## src/rtl/core/rtcf_pkg.sv

```systemverilog
// ----------------------------------------------------------------------------
// RGB crossfade package
// Shared widths, reset values, handshake types and channel helpers used by
// the crossfade top level and its step divider.
// ----------------------------------------------------------------------------
`default_nettype none

package rtcf_pkg;

   // Field widths.
   localparam int COLOR_W = 24;
   localparam int TICK_W  = 32;
   localparam int SPAN_W  = 24;
   localparam int CHAN_W  = 8;

   // Quotient of the step divider: a step never exceeds the channel maximum.
   localparam int STEP_W  = CHAN_W;

   // Full-scale channel value used by the step and blend math.
   localparam logic [CHAN_W-1:0] CHAN_MAX = 8'd255;

   // Fade length after reset, in timer ticks.
   localparam logic [SPAN_W-1:0] TICKS_RESET = 24'd500;

   // Channel positions inside a packed color.
   localparam logic [1:0] CH_BLUE  = 2'd0;
   localparam logic [1:0] CH_GREEN = 2'd1;
   localparam logic [1:0] CH_RED   = 2'd2;

   // Status of the step divider as seen by the sequencer.
   typedef struct packed {
      logic busy;
      logic done;
   } div_status_type;

   // Pick one 8-bit channel out of a packed color.
   function automatic logic [CHAN_W-1:0] get_chan(input logic [COLOR_W-1:0] color,
                                                  input logic [1:0]         idx);
      logic [CHAN_W-1:0] chan;
      unique case (idx)
         CH_RED:   chan = color[23:16];
         CH_GREEN: chan = color[15:8];
         default:  chan = color[7:0];
      endcase
      return chan;
   endfunction

   // Replace one 8-bit channel of a packed color.
   function automatic logic [COLOR_W-1:0] put_chan(input logic [COLOR_W-1:0] color,
                                                   input logic [1:0]         idx,
                                                   input logic [CHAN_W-1:0]  chan);
      logic [COLOR_W-1:0] res;
      res = color;
      unique case (idx)
         CH_RED:   res[23:16] = chan;
         CH_GREEN: res[15:8]  = chan;
         default:  res[7:0]   = chan;
      endcase
      return res;
   endfunction

endpackage : rtcf_pkg

`default_nettype wire

```

## src/rtl/core/rtcf_div.sv

```systemverilog
// ----------------------------------------------------------------------------
// Crossfade step divider
// Computes floor(255 * elapsed / span) for elapsed <= span with one shared
// compare-and-subtract unit, one quotient bit per cycle into an 8-bit quotient.
// ----------------------------------------------------------------------------
`default_nettype none

module rtcf_div (
   input  wire logic                         clock,
   input  wire logic                         reset,
   input  wire logic                         start,
   input  wire logic [rtcf_pkg::SPAN_W-1:0]  elapsed,
   input  wire logic [rtcf_pkg::SPAN_W-1:0]  span,
   output rtcf_pkg::div_status_type          status,
   output logic      [rtcf_pkg::STEP_W-1:0]  quot
);
   import rtcf_pkg::*;

   localparam int CNT_W = $clog2(STEP_W);

   logic                 busy_ff, busy_in;
   logic                 done_ff, done_in;
   logic [CNT_W-1:0]     cnt_ff, cnt_in;
   logic [TICK_W-1:0]    rem_ff, rem_in;
   logic [TICK_W-1:0]    dsr_ff, dsr_in;
   logic [STEP_W-1:0]    quot_ff, quot_in;
   logic                 fits;

   // The shared unit: one compare and one subtract of the partial remainder.
   assign fits = (rem_ff >= dsr_ff);

   // Step sequencer: load the scaled numerator, then one bit per cycle.
   always_comb begin
      busy_in = busy_ff;
      done_in = 1'b0;
      cnt_in  = cnt_ff;
      rem_in  = rem_ff;
      dsr_in  = dsr_ff;
      quot_in = quot_ff;
      if (start) begin
         busy_in = 1'b1;
         cnt_in  = CNT_W'(STEP_W - 1);
         // 255 * elapsed as a shift and a subtract.
         rem_in  = {elapsed, 8'b0} - {8'b0, elapsed};
         dsr_in  = {1'b0, span, 7'b0};
         quot_in = '0;
      end else if (busy_ff) begin
         quot_in = {quot_ff[STEP_W-2:0], fits};
         if (fits) begin
            rem_in = rem_ff - dsr_ff;
         end
         dsr_in = {1'b0, dsr_ff[TICK_W-1:1]};
         cnt_in = cnt_ff - CNT_W'(1);
         if (cnt_ff == '0) begin
            busy_in = 1'b0;
            done_in = 1'b1;
         end
      end
   end

   // Control state is reset; the datapath registers are not.
   always_ff @(posedge clock) begin
      if (reset) begin
         busy_ff <= 1'b0;
         done_ff <= 1'b0;
      end else begin
         busy_ff <= busy_in;
         done_ff <= done_in;
      end
      cnt_ff  <= cnt_in;
      rem_ff  <= rem_in;
      dsr_ff  <= dsr_in;
      quot_ff <= quot_in;
   end

   assign status.busy = busy_ff;
   assign status.done = done_ff;
   assign quot        = quot_ff;

   // A start is only issued to an idle divider.
   assert property (@(posedge clock) disable iff (reset) start |-> !busy_ff)
      else $error("divider started while busy");

   // The done pulse closes a busy run.
   assert property (@(posedge clock) disable iff (reset) done_ff |-> $past(busy_ff))
      else $error("divider done without a run");

   // While running, the remainder stays below twice the current divisor step.
   assert property (@(posedge clock) disable iff (reset)
                    (busy_ff && !$past(start)) |-> (rem_ff < {dsr_ff, 1'b0}))
      else $error("divider remainder out of range");

endmodule : rtcf_div

`default_nettype wire

```

## src/rtl/core/rgb_target_crossfade_unit.sv

```systemverilog
// ----------------------------------------------------------------------------
// RGB target crossfade unit
// Turns a stream of requested colors and timer samples into the color to
// drive, fading linearly from the settled color to a new target.
// ----------------------------------------------------------------------------
// Usage:
//   req_* carries one transaction per timer sample: the requested color and
//   the free-running tick count. req_stall is high while a transaction is in
//   work, so only one transaction is in flight at a time.
//   rsp_* returns exactly one drive color per request transaction, held in an
//   output register. A new request is taken while that result still waits.
//   csr_* writes the fade length in ticks; csr_ready is high when idle.
// Sequence:
//   A request that needs no blending passes through the evaluation step and
//   the output step.
//   A blended request passes through the evaluation step, a step division
//   by the fade length (one quotient bit per cycle through a single
//   compare-and-subtract unit), a multiply and a scale step per color
//   channel, and the output step.
//   The next request can be accepted as soon as the result is registered.
// Reset:
//   Synchronous, active high. The settled color becomes black, no fade is in
//   progress and the fade length returns to 500 ticks.
// Stall:
//   When rsp_stall holds a result, a finished transaction waits in its last
//   step and req_stall stays high until the output register frees up.
// ----------------------------------------------------------------------------
`default_nettype none

module rgb_target_crossfade_unit (
   input  wire logic                         clock,
   input  wire logic                         reset,
   // Request channel.
   input  wire logic                         req_valid,
   output logic                              req_stall,
   input  wire logic [rtcf_pkg::COLOR_W-1:0] req_target_color,
   input  wire logic [rtcf_pkg::TICK_W-1:0]  req_tick_count,
   // Response channel.
   output logic                              rsp_valid,
   input  wire logic                         rsp_stall,
   output logic      [rtcf_pkg::COLOR_W-1:0] rsp_drive_color,
   // Configuration write channel.
   input  wire logic                         csr_valid,
   output logic                              csr_ready,
   input  wire logic [rtcf_pkg::SPAN_W-1:0]  csr_transition_ticks
);
   import rtcf_pkg::*;

   // Sequencer state codes.
   localparam logic [2:0] ST_IDLE  = 3'd0;
   localparam logic [2:0] ST_EVAL  = 3'd1;
   localparam logic [2:0] ST_DIV   = 3'd2;
   localparam logic [2:0] ST_MUL   = 3'd3;
   localparam logic [2:0] ST_SCALE = 3'd4;
   localparam logic [2:0] ST_OUT   = 3'd5;

   logic [2:0]          state_ff, state_in;
   logic [SPAN_W-1:0]   ticks_ff, ticks_in;
   logic [TICK_W-1:0]   start_ff, start_in;
   logic [COLOR_W-1:0]  settled_ff, settled_in;
   logic                fading_ff, fading_in;
   logic [COLOR_W-1:0]  target_ff, target_in;
   logic [TICK_W-1:0]   now_ff, now_in;
   logic [COLOR_W-1:0]  color_ff, color_in;
   logic [STEP_W-1:0]   step_ff, step_in;
   logic [1:0]          ch_ff, ch_in;
   logic [15:0]         prod_ff, prod_in;
   logic                neg_ff, neg_in;
   logic                rsp_valid_ff, rsp_valid_in;
   logic [COLOR_W-1:0]  rsp_color_ff, rsp_color_in;

   logic                req_accept;
   logic                mismatch;
   logic [TICK_W-1:0]   start_eff;
   logic [TICK_W-1:0]   elapsed;
   logic [SPAN_W-1:0]   span;
   logic                over;
   logic                div_start;
   div_status_type      div_stat;
   logic [STEP_W-1:0]   div_quot;

   logic [CHAN_W-1:0]   chan_a;
   logic [CHAN_W-1:0]   chan_b;
   logic [CHAN_W:0]     diff;
   logic [CHAN_W:0]     diff_neg;
   logic [CHAN_W-1:0]   mag;
   logic [23:0]         recip;
   logic [CHAN_W-1:0]   q0;
   logic [15:0]         q0_x255;
   logic [15:0]         rem;
   logic [CHAN_W-1:0]   quo;
   logic [CHAN_W-1:0]   chan_out;

   assign req_accept = req_valid && !req_stall;
   assign req_stall  = (state_ff != ST_IDLE);
   assign csr_ready  = (state_ff == ST_IDLE);

   // Fade evaluation: elapsed ticks since the fade started, modulo 2^32.
   assign mismatch  = (target_ff != settled_ff);
   assign start_eff = fading_ff ? start_ff : now_ff;
   assign elapsed   = now_ff - start_eff;
   assign span      = (ticks_ff == '0) ? SPAN_W'(1) : ticks_ff;
   assign over      = (elapsed > {8'b0, span});
   assign div_start = (state_ff == ST_EVAL) && mismatch && !over;

   rtcf_div u_div (
      .clock   (clock),
      .reset   (reset),
      .start   (div_start),
      .elapsed (elapsed[SPAN_W-1:0]),
      .span    (span),
      .status  (div_stat),
      .quot    (div_quot)
   );

   // Channel difference magnitude and sign for the multiply step.
   assign chan_a   = get_chan(settled_ff, ch_ff);
   assign chan_b   = get_chan(target_ff, ch_ff);
   assign diff     = {1'b0, chan_b} - {1'b0, chan_a};
   assign diff_neg = '0 - diff;
   assign mag      = diff[CHAN_W] ? diff_neg[CHAN_W-1:0] : diff[CHAN_W-1:0];

   // Division of the product by 255: reciprocal 257/65536, then one correction.
   assign recip    = {prod_ff, 8'b0} + {8'b0, prod_ff};
   assign q0       = recip[23:16];
   assign q0_x255  = {q0, 8'b0} - {8'b0, q0};
   assign rem      = prod_ff - q0_x255;
   assign quo      = (rem >= {8'b0, CHAN_MAX}) ? q0 + CHAN_W'(1) : q0;
   assign chan_out = neg_ff ? chan_a - quo : chan_a + quo;

   // Sequencer and fade state update.
   always_comb begin
      state_in     = state_ff;
      ticks_in     = ticks_ff;
      start_in     = start_ff;
      settled_in   = settled_ff;
      fading_in    = fading_ff;
      target_in    = target_ff;
      now_in       = now_ff;
      color_in     = color_ff;
      step_in      = step_ff;
      ch_in        = ch_ff;
      prod_in      = prod_ff;
      neg_in       = neg_ff;
      rsp_valid_in = rsp_valid_ff && rsp_stall;
      rsp_color_in = rsp_color_ff;

      if (csr_valid && csr_ready) begin
         ticks_in = csr_transition_ticks;
      end

      unique case (state_ff)
         ST_IDLE: begin
            if (req_accept) begin
               target_in = req_target_color;
               now_in    = req_tick_count;
               state_in  = ST_EVAL;
            end
         end
         ST_EVAL: begin
            color_in = target_ff;
            if (!mismatch) begin
               state_in = ST_OUT;
            end else begin
               if (!fading_ff) begin
                  start_in  = now_ff;
                  fading_in = 1'b1;
               end
               if (over) begin
                  // Fade complete: the target becomes the shown color.
                  settled_in = target_ff;
                  fading_in  = 1'b0;
                  state_in   = ST_OUT;
               end else begin
                  state_in = ST_DIV;
               end
            end
         end
         ST_DIV: begin
            if (div_stat.done) begin
               step_in  = div_quot;
               ch_in    = CH_RED;
               state_in = ST_MUL;
            end
         end
         ST_MUL: begin
            prod_in  = 16'(mag) * 16'(step_ff);
            neg_in   = diff[CHAN_W];
            state_in = ST_SCALE;
         end
         ST_SCALE: begin
            color_in = put_chan(color_ff, ch_ff, chan_out);
            if (ch_ff == CH_BLUE) begin
               state_in = ST_OUT;
            end else begin
               ch_in    = ch_ff - 2'd1;
               state_in = ST_MUL;
            end
         end
         ST_OUT: begin
            if (!rsp_valid_ff || !rsp_stall) begin
               rsp_valid_in = 1'b1;
               rsp_color_in = color_ff;
               state_in     = ST_IDLE;
            end
         end
         default: begin
            state_in = ST_IDLE;
         end
      endcase
   end

   // Registers: control and fade state reset, datapath holds.
   always_ff @(posedge clock) begin
      if (reset) begin
         state_ff     <= ST_IDLE;
         ticks_ff     <= TICKS_RESET;
         start_ff     <= '0;
         settled_ff   <= '0;
         fading_ff    <= 1'b0;
         rsp_valid_ff <= 1'b0;
      end else begin
         state_ff     <= state_in;
         ticks_ff     <= ticks_in;
         start_ff     <= start_in;
         settled_ff   <= settled_in;
         fading_ff    <= fading_in;
         rsp_valid_ff <= rsp_valid_in;
      end
      target_ff    <= target_in;
      now_ff       <= now_in;
      color_ff     <= color_in;
      step_ff      <= step_in;
      ch_ff        <= ch_in;
      prod_ff      <= prod_in;
      neg_ff       <= neg_in;
      rsp_color_ff <= rsp_color_in;
   end

   assign rsp_valid       = rsp_valid_ff;
   assign rsp_drive_color = rsp_color_ff;

   // An accepted transaction is evaluated in the next cycle.
   assert property (@(posedge clock) disable iff (reset) req_accept |=> state_ff == ST_EVAL)
      else $error("accepted transaction not evaluated");

   // The divider only finishes while the sequencer waits for it.
   assert property (@(posedge clock) disable iff (reset)
                    div_stat.done |-> state_ff == ST_DIV)
      else $error("divider result outside the divide step");

   // The divider only runs while the sequencer waits for it.
   assert property (@(posedge clock) disable iff (reset)
                    div_stat.busy |-> state_ff == ST_DIV)
      else $error("divider running outside the divide step");

   // Ending a fade settles on the target and clears the fade flag.
   assert property (@(posedge clock) disable iff (reset)
                    (state_ff == ST_EVAL && mismatch && over)
                    |=> (settled_ff == $past(target_ff)) && !fading_ff)
      else $error("fade end did not settle");

   // A new result only appears out of the output step.
   assert property (@(posedge clock) disable iff (reset)
                    $rose(rsp_valid_ff) |-> $past(state_ff) == ST_OUT)
      else $error("result produced outside the output step");

endmodule : rgb_target_crossfade_unit

`default_nettype wire
```

## config.mk

```make
export PLATFORM = sky130hd
export DESIGN_NAME = rgb_target_crossfade_unit
export DESIGN_NICKNAME = d
export VERILOG_FILES = /design/src/rtl/core/rtcf_pkg.sv /design/src/rtl/core/rtcf_div.sv /design/src/rtl/core/rgb_target_crossfade_unit.sv
export SDC_FILE = /design/constraint.sdc
export NUM_CORES = 1
export LEC_CHECK = 0
export BUFFER_PORTS_ARGS = -buffer_cell sky130_fd_sc_hd__buf_2
export CORE_ASPECT_RATIO = 0.5
export CORE_MARGIN = 2
export CORE_UTILIZATION = 60
export DETAILED_ROUTE_END_ITERATION = 10
export GPL_TIMING_DRIVEN = 0
export PLACE_DENSITY = 0.75
export SLEW_MARGIN = 20
export SYNTH_ARGS = -nofsm -noshare
export SYNTH_HDL_FRONTEND = slang
export SYNTH_HIERARCHICAL = 1
export SYNTH_SLANG_ARGS = --single-unit
```

## constraint.sdc

```tcl
create_clock -name clock -period 21.9 [get_ports clock]
set_clock_uncertainty 0.1 [all_clocks]
set_input_delay 5.475 -clock clock [delete_from_list [all_inputs] [get_ports clock]]
set_output_delay 5.475 -clock clock [all_outputs]
set_load 0.01 [all_outputs]
```

; ---- Yosys cells after proc, flatten, opt, wreduce, memory -nomap -nowiden
; Cells that the tools add are included.
[word_totals]
reg_bits = 292
elab_cells = 121
input_bits = 85
[op_classes]
eq_ne = 15
magnitude_cmp = 3
bitwise = 1
n_mux = 33
n_mul = 1
n_addsub = 13
n_reduce_logical = 32
[op_table]
columns = op, count
row1 = two-way mux 32 bit, 4
row2 = two-way mux 31 bit, 2
row3 = two-way mux 8 bit, 6
row4 = one-hot mux 24 bit (2 select lines), 1
row5 = >= comparator 32 x 31 -> 1 bit, 1
row6 = greater-than comparator 32 x 24 -> 1 bit, 1
row7 = one-hot mux 8 bit (2 select lines), 2
row8 = subtractor 32 x 24 -> 32 bit, 1
row9 = subtractor 32 x 31 -> 32 bit, 1
row10 = subtractor 32 bit, 1
row11 = adder 24 x 16 -> 24 bit, 1
row12 = zero test 24 bit, 1
row13 = two-way mux 24 bit, 1
row14 = inequality test 24 bit, 1
row15 = two-way mux 3 bit, 6
row16 = one-hot mux 3 bit (6 select lines), 1
row17 = >= comparator 16 x 8 -> 1 bit (second input constant), 1
row18 = multiplier 8 x 8 -> 16 bit, 1
row19 = AND reduction 2 bit, 8
row20 = subtractor 16 bit, 1
row21 = subtractor 16 x 8 -> 16 bit, 1
row22 = AND reduction 3 bit, 3
row23 = subtractor 8 x 8 -> 9 bit, 1
row24 = adder 8 x 1 -> 8 bit (second input constant), 1
row25 = other kinds (25), 50

; ---- Depth between registers and ports, before layout
; Gate-level depths: netlist (run 1).
[depth]
word_depth = 9
ltp_mapped = 40
ltp_nobuf = 38

; ---- Modules after synthesis
; The synthesis (run 1) kept the hierarchy.
[by_module_without_submodules]
columns = module, n_inst, cells_per_inst, area_each_um2
row1 = rgb_target_crossfade_unit, 1, 1716, 15757.6
row2 = rtcf_div, 1, 754, 6378.6

; ---- Worst setup path after synthesis (run 1)
; OpenSTA, ideal clock, no wires.
[synth_timing]
path_kind = flip-flop to flip-flop
startpoint = register prod_ff[13]
endpoint = register color_ff[15] (data pin)
setup_ns = 0.138
stages_incl_launch_ff = 34
arrival_ns = 7.442
required_time_ns = 21.662
setup_slack_ns = 14.220
path_cell_list = edfxtp_1 ha_1 a2111oi_0 nand2_1 nor2_1 nor2_1 and3_1 and2_1 ha_1 clkbuf_1 inv_1 ha_1 inv_1 ha_1 a211o_1 a31oi_1 a2bb2oi_2 or3b_1 a22o_1 nor4_4 buf_6 mux2i_1 inv_1 ha_1 nor2b_1 o21ai_0 a21oi_1 o21a_1 o41ai_1 xnor3_1 or3_1 a211o_1 mux2_4 nand3_1
[synth_via]
elab_chain_len = 9
[synth_rtl]
columns = item, line_no
row1 = start: declaration, rgb_target_crossfade_unit.sv:67  ; logic [15:0] prod_ff, prod_in;
row2 = start signal: assignment, rgb_target_crossfade_unit.sv:235  ; prod_ff <= prod_in;
row3 = adder 24 x 16 -> 24 bit, rgb_target_crossfade_unit.sv:124  ; assign recip = {prod_ff, 8'b0} + {8'b0, prod_ff};
row4 = subtractor 16 x 8 -> 16 bit, rgb_target_crossfade_unit.sv:126  ; assign q0_x255 = {q0, 8'b0} - {8'b0, q0};
row5 = subtractor 16 bit, rgb_target_crossfade_unit.sv:127  ; assign rem = prod_ff - q0_x255;
row6 = >= comparator 16 x 8 -> 1 bit, rgb_target_crossfade_unit.sv:128  ; assign quo = (rem >= {8'b0, CHAN_MAX}) ? q0 + CHAN_W'(1) : q0;
row7 = two-way mux 8 bit (*), rgb_target_crossfade_unit.sv:128
row8 = adder 8 bit or subtractor 8 bit (tied branches), rgb_target_crossfade_unit.sv:129  ; assign chan_out = neg_ff ? chan_a - quo : chan_a + quo;
row9 = two-way mux 8 bit (*), rgb_target_crossfade_unit.sv:129
row10 = two-way mux 8 bit (*), rtcf_pkg.sv:54  ; unique case (idx)
row11 = one-hot mux 24 bit (2 select lines) (*), rgb_target_crossfade_unit.sv:152  ; unique case (state_ff)
row12 = named net color_in[15], rgb_target_crossfade_unit.sv:64  ; logic [COLOR_W-1:0] color_ff, color_in;
row13 = end signal: assignment, rgb_target_crossfade_unit.sv:232  ; color_ff <= color_in;
row14 = end: declaration, rgb_target_crossfade_unit.sv:64
; The timed path passes the listed nets; every way through them passes the cells marked *. The select of a mux whose other input is x is not followed.
; A chain may end at the register's enable or synchronous reset.

; ---- Final worst setup path (run 1)
[layout_timing]
startpoint = register fading_ff
endpoint = register u_div.rem_ff[6] (enable)
[layout_via]
elab_chain_len = 7
[layout_rtl]
columns = item, line_no
row1 = start: declaration, rgb_target_crossfade_unit.sv:61  ; logic fading_ff, fading_in;
row2 = start signal: assignment, rgb_target_crossfade_unit.sv:227  ; fading_ff <= fading_in;
row3 = two-way mux 32 bit (*), --
row4 = named net start_eff[0], rgb_target_crossfade_unit.sv:74  ; logic [TICK_W-1:0] start_eff;
row5 = subtractor 32 bit (*), rgb_target_crossfade_unit.sv:101  ; assign elapsed = now_ff - start_eff;
row6 = named net elapsed[16], rgb_target_crossfade_unit.sv:75  ; logic [TICK_W-1:0] elapsed;
row7 = greater-than comparator 32 x 24 -> 1 bit (*), rgb_target_crossfade_unit.sv:103  ; assign over = (elapsed > {8'b0, span});
row8 = zero test 1 bit (*), rgb_target_crossfade_unit.sv:104  ; assign div_start = (state_ff == ST_EVAL) && mismatch && !over;
row9 = logical AND 1 bit (*), rgb_target_crossfade_unit.sv:104
row10 = named net div_start, rgb_target_crossfade_unit.sv:78  ; logic div_start;
row11 = nonzero test 2 bit (no line), --
row12 = AND reduction 2 bit (no line) (*), --
row13 = end signal: assignment, rtcf_div.sv:71  ; rem_ff <= rem_in;
row14 = end: declaration, rtcf_div.sv:24  ; logic [TICK_W-1:0] rem_ff, rem_in;
; The timed path passes the listed nets; every way through them passes the cells marked *.

==> results.json, run 1 <==
{
  "buffer_ports.inserted": 111,
  "drt-total-wl_um": 56530,
  "x_dimension_of_the_die_um": 275.6,
  "grt_start_max_net_pins": 36,
  "core_box_area_mm2": 0.03611,
  "avgSynthCellArea_um2": 8.963,
  "area_growth_pct": 9.872,
  "holdCritPathClass": "reg -> reg",
  "slew_headroom_pct": 25.65,
  "total_switching_power_w": 0.001913,
  "globalRouteOverflowTotal": 0,
  "power.sequential.fraction_pct": 19.4,
  "timing.critical_path.slowest_cell_delay_ns": 0.70,
  "grt_first_pass_wirelength_um": 91400,
  "clk_latency_ns": 0.58,
  "worst_slew_pin_slew_ns": 1.107,
  "final_min_period_over_clock_period_pct": 41.36,
  "layout.nets": 2936,
  "max-vdd-ir-drop_mv": 0.4448,
  "grtUsageTotal_pct": 29.48,
  "post-cts-setup-buffer-count": 0,
  "dr.pass1.iters": 8,
  "avgViaCountPerCell": 5.973,
  "placementRows": 49,
  "cts.repair.resized": 0,
  "antenna_found_initial": 0,
  "clockBufferDepth": 3,
  "antenna_violating_nets_post_route": 0,
  "floorplan.initialDensity_pct": 61.28,
  "drt-initial-drc-count": 1643,
  "numCtsBuffers": 29,
  "avg_wl_per_cell_um": 18.12,
  "n_antenna_cell": 0,
  "worst_r2r_startpoint": "fading_ff",
  "sw_frac_of_total_pct": 43.62,
  "timing.critical_path.required_ns": 22.06,
  "netlist_area_mm2": 0.02213,
  "dieArea_mm2": 0.03853,
  "fin_util_pct": 67.33,
  "cts_tree": "built",
  "setup-violations-final": 0,
  "io_pins": 112,
  "first_global_vias": 17720,
  "timing_hold_violations_final": 0,
  "cts.reportedPaths.clkPinSlew_ns": 0.08,
  "num_vias": 18640,
  "critical_path_peak_fanout": 25,
  "worstHoldStart": "color_ff[8]",
  "critical_path.slowest_cell": "buf_1",
  "post_cts_hold_buffer_count": 0,
  "p_int_w": 0.002473,
  "warnings_from_yosys": 6,
  "power.share.clock_pct": 11.7,
  "maxSlewViolCount": 0,
  "critPathKind": "reg -> reg",
  "routabilityCongestion": 0.9554,
  "critical_path.startpoint_type": "flip-flop",
  "timing.critical_path.to_type": "flip-flop",
  "critPathArrivalTime_ns": 9.22,
  "floorplan.die.height_um": 139.8,
  "post-route-min-period_ns": 9.059,
  "timing.hold.worst_path_depth": 0,
  "cp-startpoint": "fading_ff",
  "remaining_drc_errors": 0,
  "fin_tns_setup_ns": 0,
  "cts_root_buf": "clkbuf_16",
  "hpwlAfterDp_um": 43770,
  "max_clock_freq_ghz": 0.1104,
  "p_total_w": 0.004386,
  "total_leakage_power_nw": 9.954,
  "status": "finished, final reports clean",
  "grt_setup_unrepaired": "no",
  "cts.htree.levels": 1,
  "syn-instance-count": 2469,
  "max_cap_viol_count": 0,
  "cpMostUsedCell": "a21o_1",
  "post_route_cells_drive_above_1_share_pct": 8.308,
  "ff_to_ff_path_depth": 32,
  "powerDensity_mw_per_mm2": 180.4,
  "synth_fp_nets": 2792,
  "cts.sinks": 292,
  "power_frac_comb_pct": 68.9
}
==> through the flow <==
stage | std cells | instance area (um^2) | hold slack (ns) | setup WS [ns]
after CTS | 3120 | 24310 | 0.3166 | 12.95
after detailed placement | 3066 | 23350 | 0.3045 | 13.05
after floorplan | 2469 | 22130 | 0.3003 | 14.22
final | 3120 | 24310 | 0.3112 | 12.84
after global placement | 3064 | 23290 | 0.3007 | 12.30
after global routing | 3120 | 24310 | 0.3308 | 12.16
==> layout make-up <==
type                            instances  area (um^2)
Clock inverter                         15        143.9
Multi-Input combinational cell       1831        13080
Tap cell                              484        605.6
Sequential cell                       292         7717
Fill cell                            2974        11800
Inverter                              209        784.5
Timing Repair Buffer                  113        595.6
Clock buffer                           39        814.5
Buffer                                137        568.0
==> cells in the final DEF, fill, tap and decap left out, types with 11 or more instances in the layout <==
master and count:
o21ai_0 104, a211o_1 14, o211ai_1 12, o21a_1 16
a31oi_1 12, a21o_1 55, xor2_1 65, and2_1 33
nor2_1 206, a21oi_1 197, clkbuf_1 118, nor3b_1 29
nor4_1 23, or3_1 11, inv_1 209, nand3_1 37
a22oi_1 17, nand4_1 33, fa_1 40, buf_2 124
nand2_1 231, o21bai_1 16, clkbuf_16 30, nand2b_1 53
a211oi_1 37, nor3_1 30, ha_1 198, dfxtp_1 105
nor2b_1 31, edfxtp_1 187, o31ai_1 28, xnor2_1 88
and3_1 13, o311ai_1 19, mux2i_1 54
==> critical path: cells and delay by family (launching register included) <==
family,cells,cell delay (ns)
fa+ha+maj,3,0.81
buf+inv,7,2.87
compound gates,16,3.42
flops,1,0.31
xor+xnor,1,0.15
simple gates,5,1.03
==> metal layers <==
metal / share of wire [%] / global-route usage, %
met2: 44 / 46.39
met4: 2.2 / 7.653
met1: 46 / 42.88
met3: 7.5 / 3.796
met5: 0 / 0
==> worst paths after layout <==
kind | slack [ns] | end
worst max-delay path | 12.84 | u_div/rem_ff[6]
worst min-delay path | 0.31 | rsp_drive_color[8]
worst max register to register | 12.84 | u_div/rem_ff[6]
worst min register to register | 0.31 | rsp_drive_color[8]
==> sequential cells by signal, summed over array words and instances, names as in the netlist <==
register and count:
start_ff 32, color_ff 24, step_ff 8, fading_ff 1, u_div/rem_ff 32, u_div/dsr_ff 31, prod_ff 16, u_div/done_ff 1
target_ff 24, now_ff 32, ticks_ff 24, u_div/quot 8, ch_ff 2, u_div/cnt_ff 3, u_div/busy_ff 1, rsp_drive_color 24
rsp_valid 1, settled_ff 24, neg_ff 1, state_ff 3
==> power by group through the flow <==
stage	Combinational, W	Clock [W]	Sequential, W
6_report	0.00302	0.000514	0.000852
5_1_grt	0.00348	0.000542	0.000855
4_1_cts	0.00302	0.000520	0.000851
3_5_place_dp	0.00299	0	0.000862
3_3_place_gp	0.00291	0	0.000863
2_1_floorplan	0.00243	0	0.000850
No activity file was read; power rests on OpenSTA's default activity.
==> inputs of run 2 (changes only) <==
- CORE_UTILIZATION: 60 -> 57
- clock period: 21.9 -> 7.6 ns (I/O delays scaled with it)
==> results.json, run 2 (synthesized netlist as in run 1, its figures left out) <==
{
  "drt-initial-drc-count": 1462,
  "max-vdd-ir-drop_mv": 1.132,
  "hpwlAfterDp_um": 44090,
  "status": "finished, final reports clean",
  "maxSlewViolCount": 0,
  "grt_start_max_net_pins": 36,
  "timing_hold_violations_final": 0,
  "drt-total-wl_um": 58830,
  "avgViaCountPerCell": 5.903,
  "io_pins": 112,
  "remaining_drc_errors": 0,
  "holdCritPathClass": "reg -> reg",
  "grt_setup_unrepaired": "yes",
  "final_min_period_over_clock_period_pct": 99.63,
  "grt_first_pass_wirelength_um": 92000,
  "first_global_vias": 17860,
  "x_dimension_of_the_die_um": 282.6,
  "max_cap_viol_count": 0,
  "critPathArrivalTime_ns": 7.92,
  "clk_latency_ns": 0.58,
  "sw_frac_of_total_pct": 43.23,
  "path_buf_inv": 3,
  "critical_path.startpoint_type": "flip-flop",
  "cts.sinks": 292,
  "dpl_worst_slack_ns": -1.164,
  "num_vias": 18850,
  "critPathKind": "reg -> reg",
  "critPathTopFamily": "compound AO/OA/AOI/OAI gates",
  "cts_root_buf": "clkbuf_16",
  "total_leakage_power_nw": 10.21,
  "powerDensity_mw_per_mm2": 484.7,
  "timing.critical_path.to_type": "flip-flop",
  "cpMostUsedCell": "ha_4",
  "floorplan.die.height_um": 143.3,
  "grtUsageTotal_pct": 28.37,
  "routabilityCongestion": 0.9414,
  "cts.htree.levels": 1,
  "layout.nets": 2974,
  "power.sequential.fraction_pct": 19.4,
  "p_total_w": 0.01220,
  "post_route_cells_drive_above_1_share_pct": 13.06,
  "clockBufferDepth": 3,
  "globalRouteOverflowTotal": 0,
  "antenna_violating_nets_post_route": 0,
  "layout_commonest_cell": "nand2_1",
  "final_cell_mix": "230 x nand2_1, 200 x nor2_1, 199 x inv_1",
  "power.share.clock_pct": 11.3,
  "core_box_area_mm2": 0.03785,
  "layout.cells.non_filler": 3193,
  "worst_slew_pin_slew_ns": 1.028,
  "timing.critical_path.slowest_cell_delay_ns": 0.56,
  "slew_headroom_pct": 30.92,
  "floorplan.initialDensity_pct": 58.47,
  "avg_wl_per_cell_um": 18.43,
  "power_frac_comb_pct": 69.4,
  "filler_instances": 3097,
  "p_int_w": 0.006927,
  "area_growth_pct": 13.77,
  "r2r_slack_ns": 0.03,
  "setup_ws_ns": 0.02809,
  "dr.pass1.iters": 6,
  "dieArea_mm2": 0.04051,
  "max_clock_freq_ghz": 0.1321,
  "critical_path.slowest_cell": "xor3_2",
  "numCtsBuffers": 28,
  "timing.critical_path.required_ns": 7.95,
  "setup-violations-final": 0,
  "post-route-min-period_ns": 7.572,
  "antenna_found_initial": 0,
  "n_antenna_cell": 0,
  "cts_tree": "built",
  "placementRows": 50,
  "biggestRegsByFlops": "now_ff (32), start_ff (32), u_div/rem_ff (32)",
  "fin_tns_setup_ns": 0,
  "critical_path_peak_fanout": 6,
  "dp.cells": 3102,
  "cts.reportedPaths.clkPinSlew_ns": 0.07,
  "total_switching_power_w": 0.005274,
  "buffer_ports.inserted": 111,
  "fin_util_pct": 66.52
}
## run 2: final cells by class
| cell class | instances | area (um^2) | area share [%] |
|---|---|---|---|
| multi-input combinational | 1831 | 13600 | 54.04 |
| sequential | 292 | 7721 | 30.67 |
| timing repair buffer | 158 | 945.9 | 3.757 |
| inverter | 209 | 787.0 | 3.126 |
| clock buffer | 42 | 783.3 | 3.111 |
| tap | 520 | 650.6 | 2.584 |
| buffer | 131 | 588.1 | 2.336 |
| clock inverter | 10 | 95.09 | 0.3777 |
## run 2: path summary, 6_finish.rpt
kind	start	end	depth (start not counted)
setup reg to reg	prod_ff[5]	color_ff[7]	34
hold reg to reg	color_ff[10]	rsp_drive_color[10]	0
hold / removal	color_ff[10]	rsp_drive_color[10]	0
setup / recovery	prod_ff[5]	color_ff[7]	34
## run 2: worst reg2reg max path: cells and delay by family (launching register included)
kind | cells | cell delay [ns]
flip-flops | 1 | 0.44
adder cells (fa/ha/maj) | 5 | 1.35
multiplexers | 1 | 0.30
AND/OR/NAND/NOR | 11 | 1.82
XOR/XNOR | 3 | 1.10
AO/OA/AOI/OAI | 11 | 2.04
buffers and inverters | 3 | 0.28
## run 2: stage by stage
stage          hold WS [ns]  cell area (um^2)
6_report             0.3124             25180
5_1_grt              0.3236             25180
4_1_cts              0.3117             24720
3_5_place_dp         0.3045             23440
3_3_place_gp         0.3037             23370
2_1_floorplan        0.3003             22170
## run 2: power groups by stage
stage / clock, W / sequential (W) / combinational [W]
after floorplan: 0 / 0.00236 / 0.00615
after global placement: 0 / 0.00240 / 0.00739
after detailed placement: 0 / 0.00240 / 0.00768
after CTS: 0.00140 / 0.00236 / 0.00791
after global routing: 0.00145 / 0.00237 / 0.00962
final: 0.00137 / 0.00237 / 0.00846
## run 2: repair_timing
| action | CTS | global route |
|---|---|---|
| hold buffers | 0 | 0 |
| endpoints found under the hold margin | 0 | 0 |
| endpoints found under the setup margin | 144 | 134 |
| buffers inserted | 21 | 24 |
| gates resized for setup | 64 | 74 |
| pin swaps | 24 | 38 |
## run 2: per-layer routing
| layer | GRT usage, % | vias up | wire length, um |
|---|---|---|---|
| met1 | 39.27 | 9004 | 26440 |
| met3 | 3.625 | 93 | 3810 |
| met4 | 7.018 | 0 | 1214 |
| met5 | 0 | - | 0 |
| li1 | - | 9146 | - |
| met2 | 47.41 | 606 | 27370 |
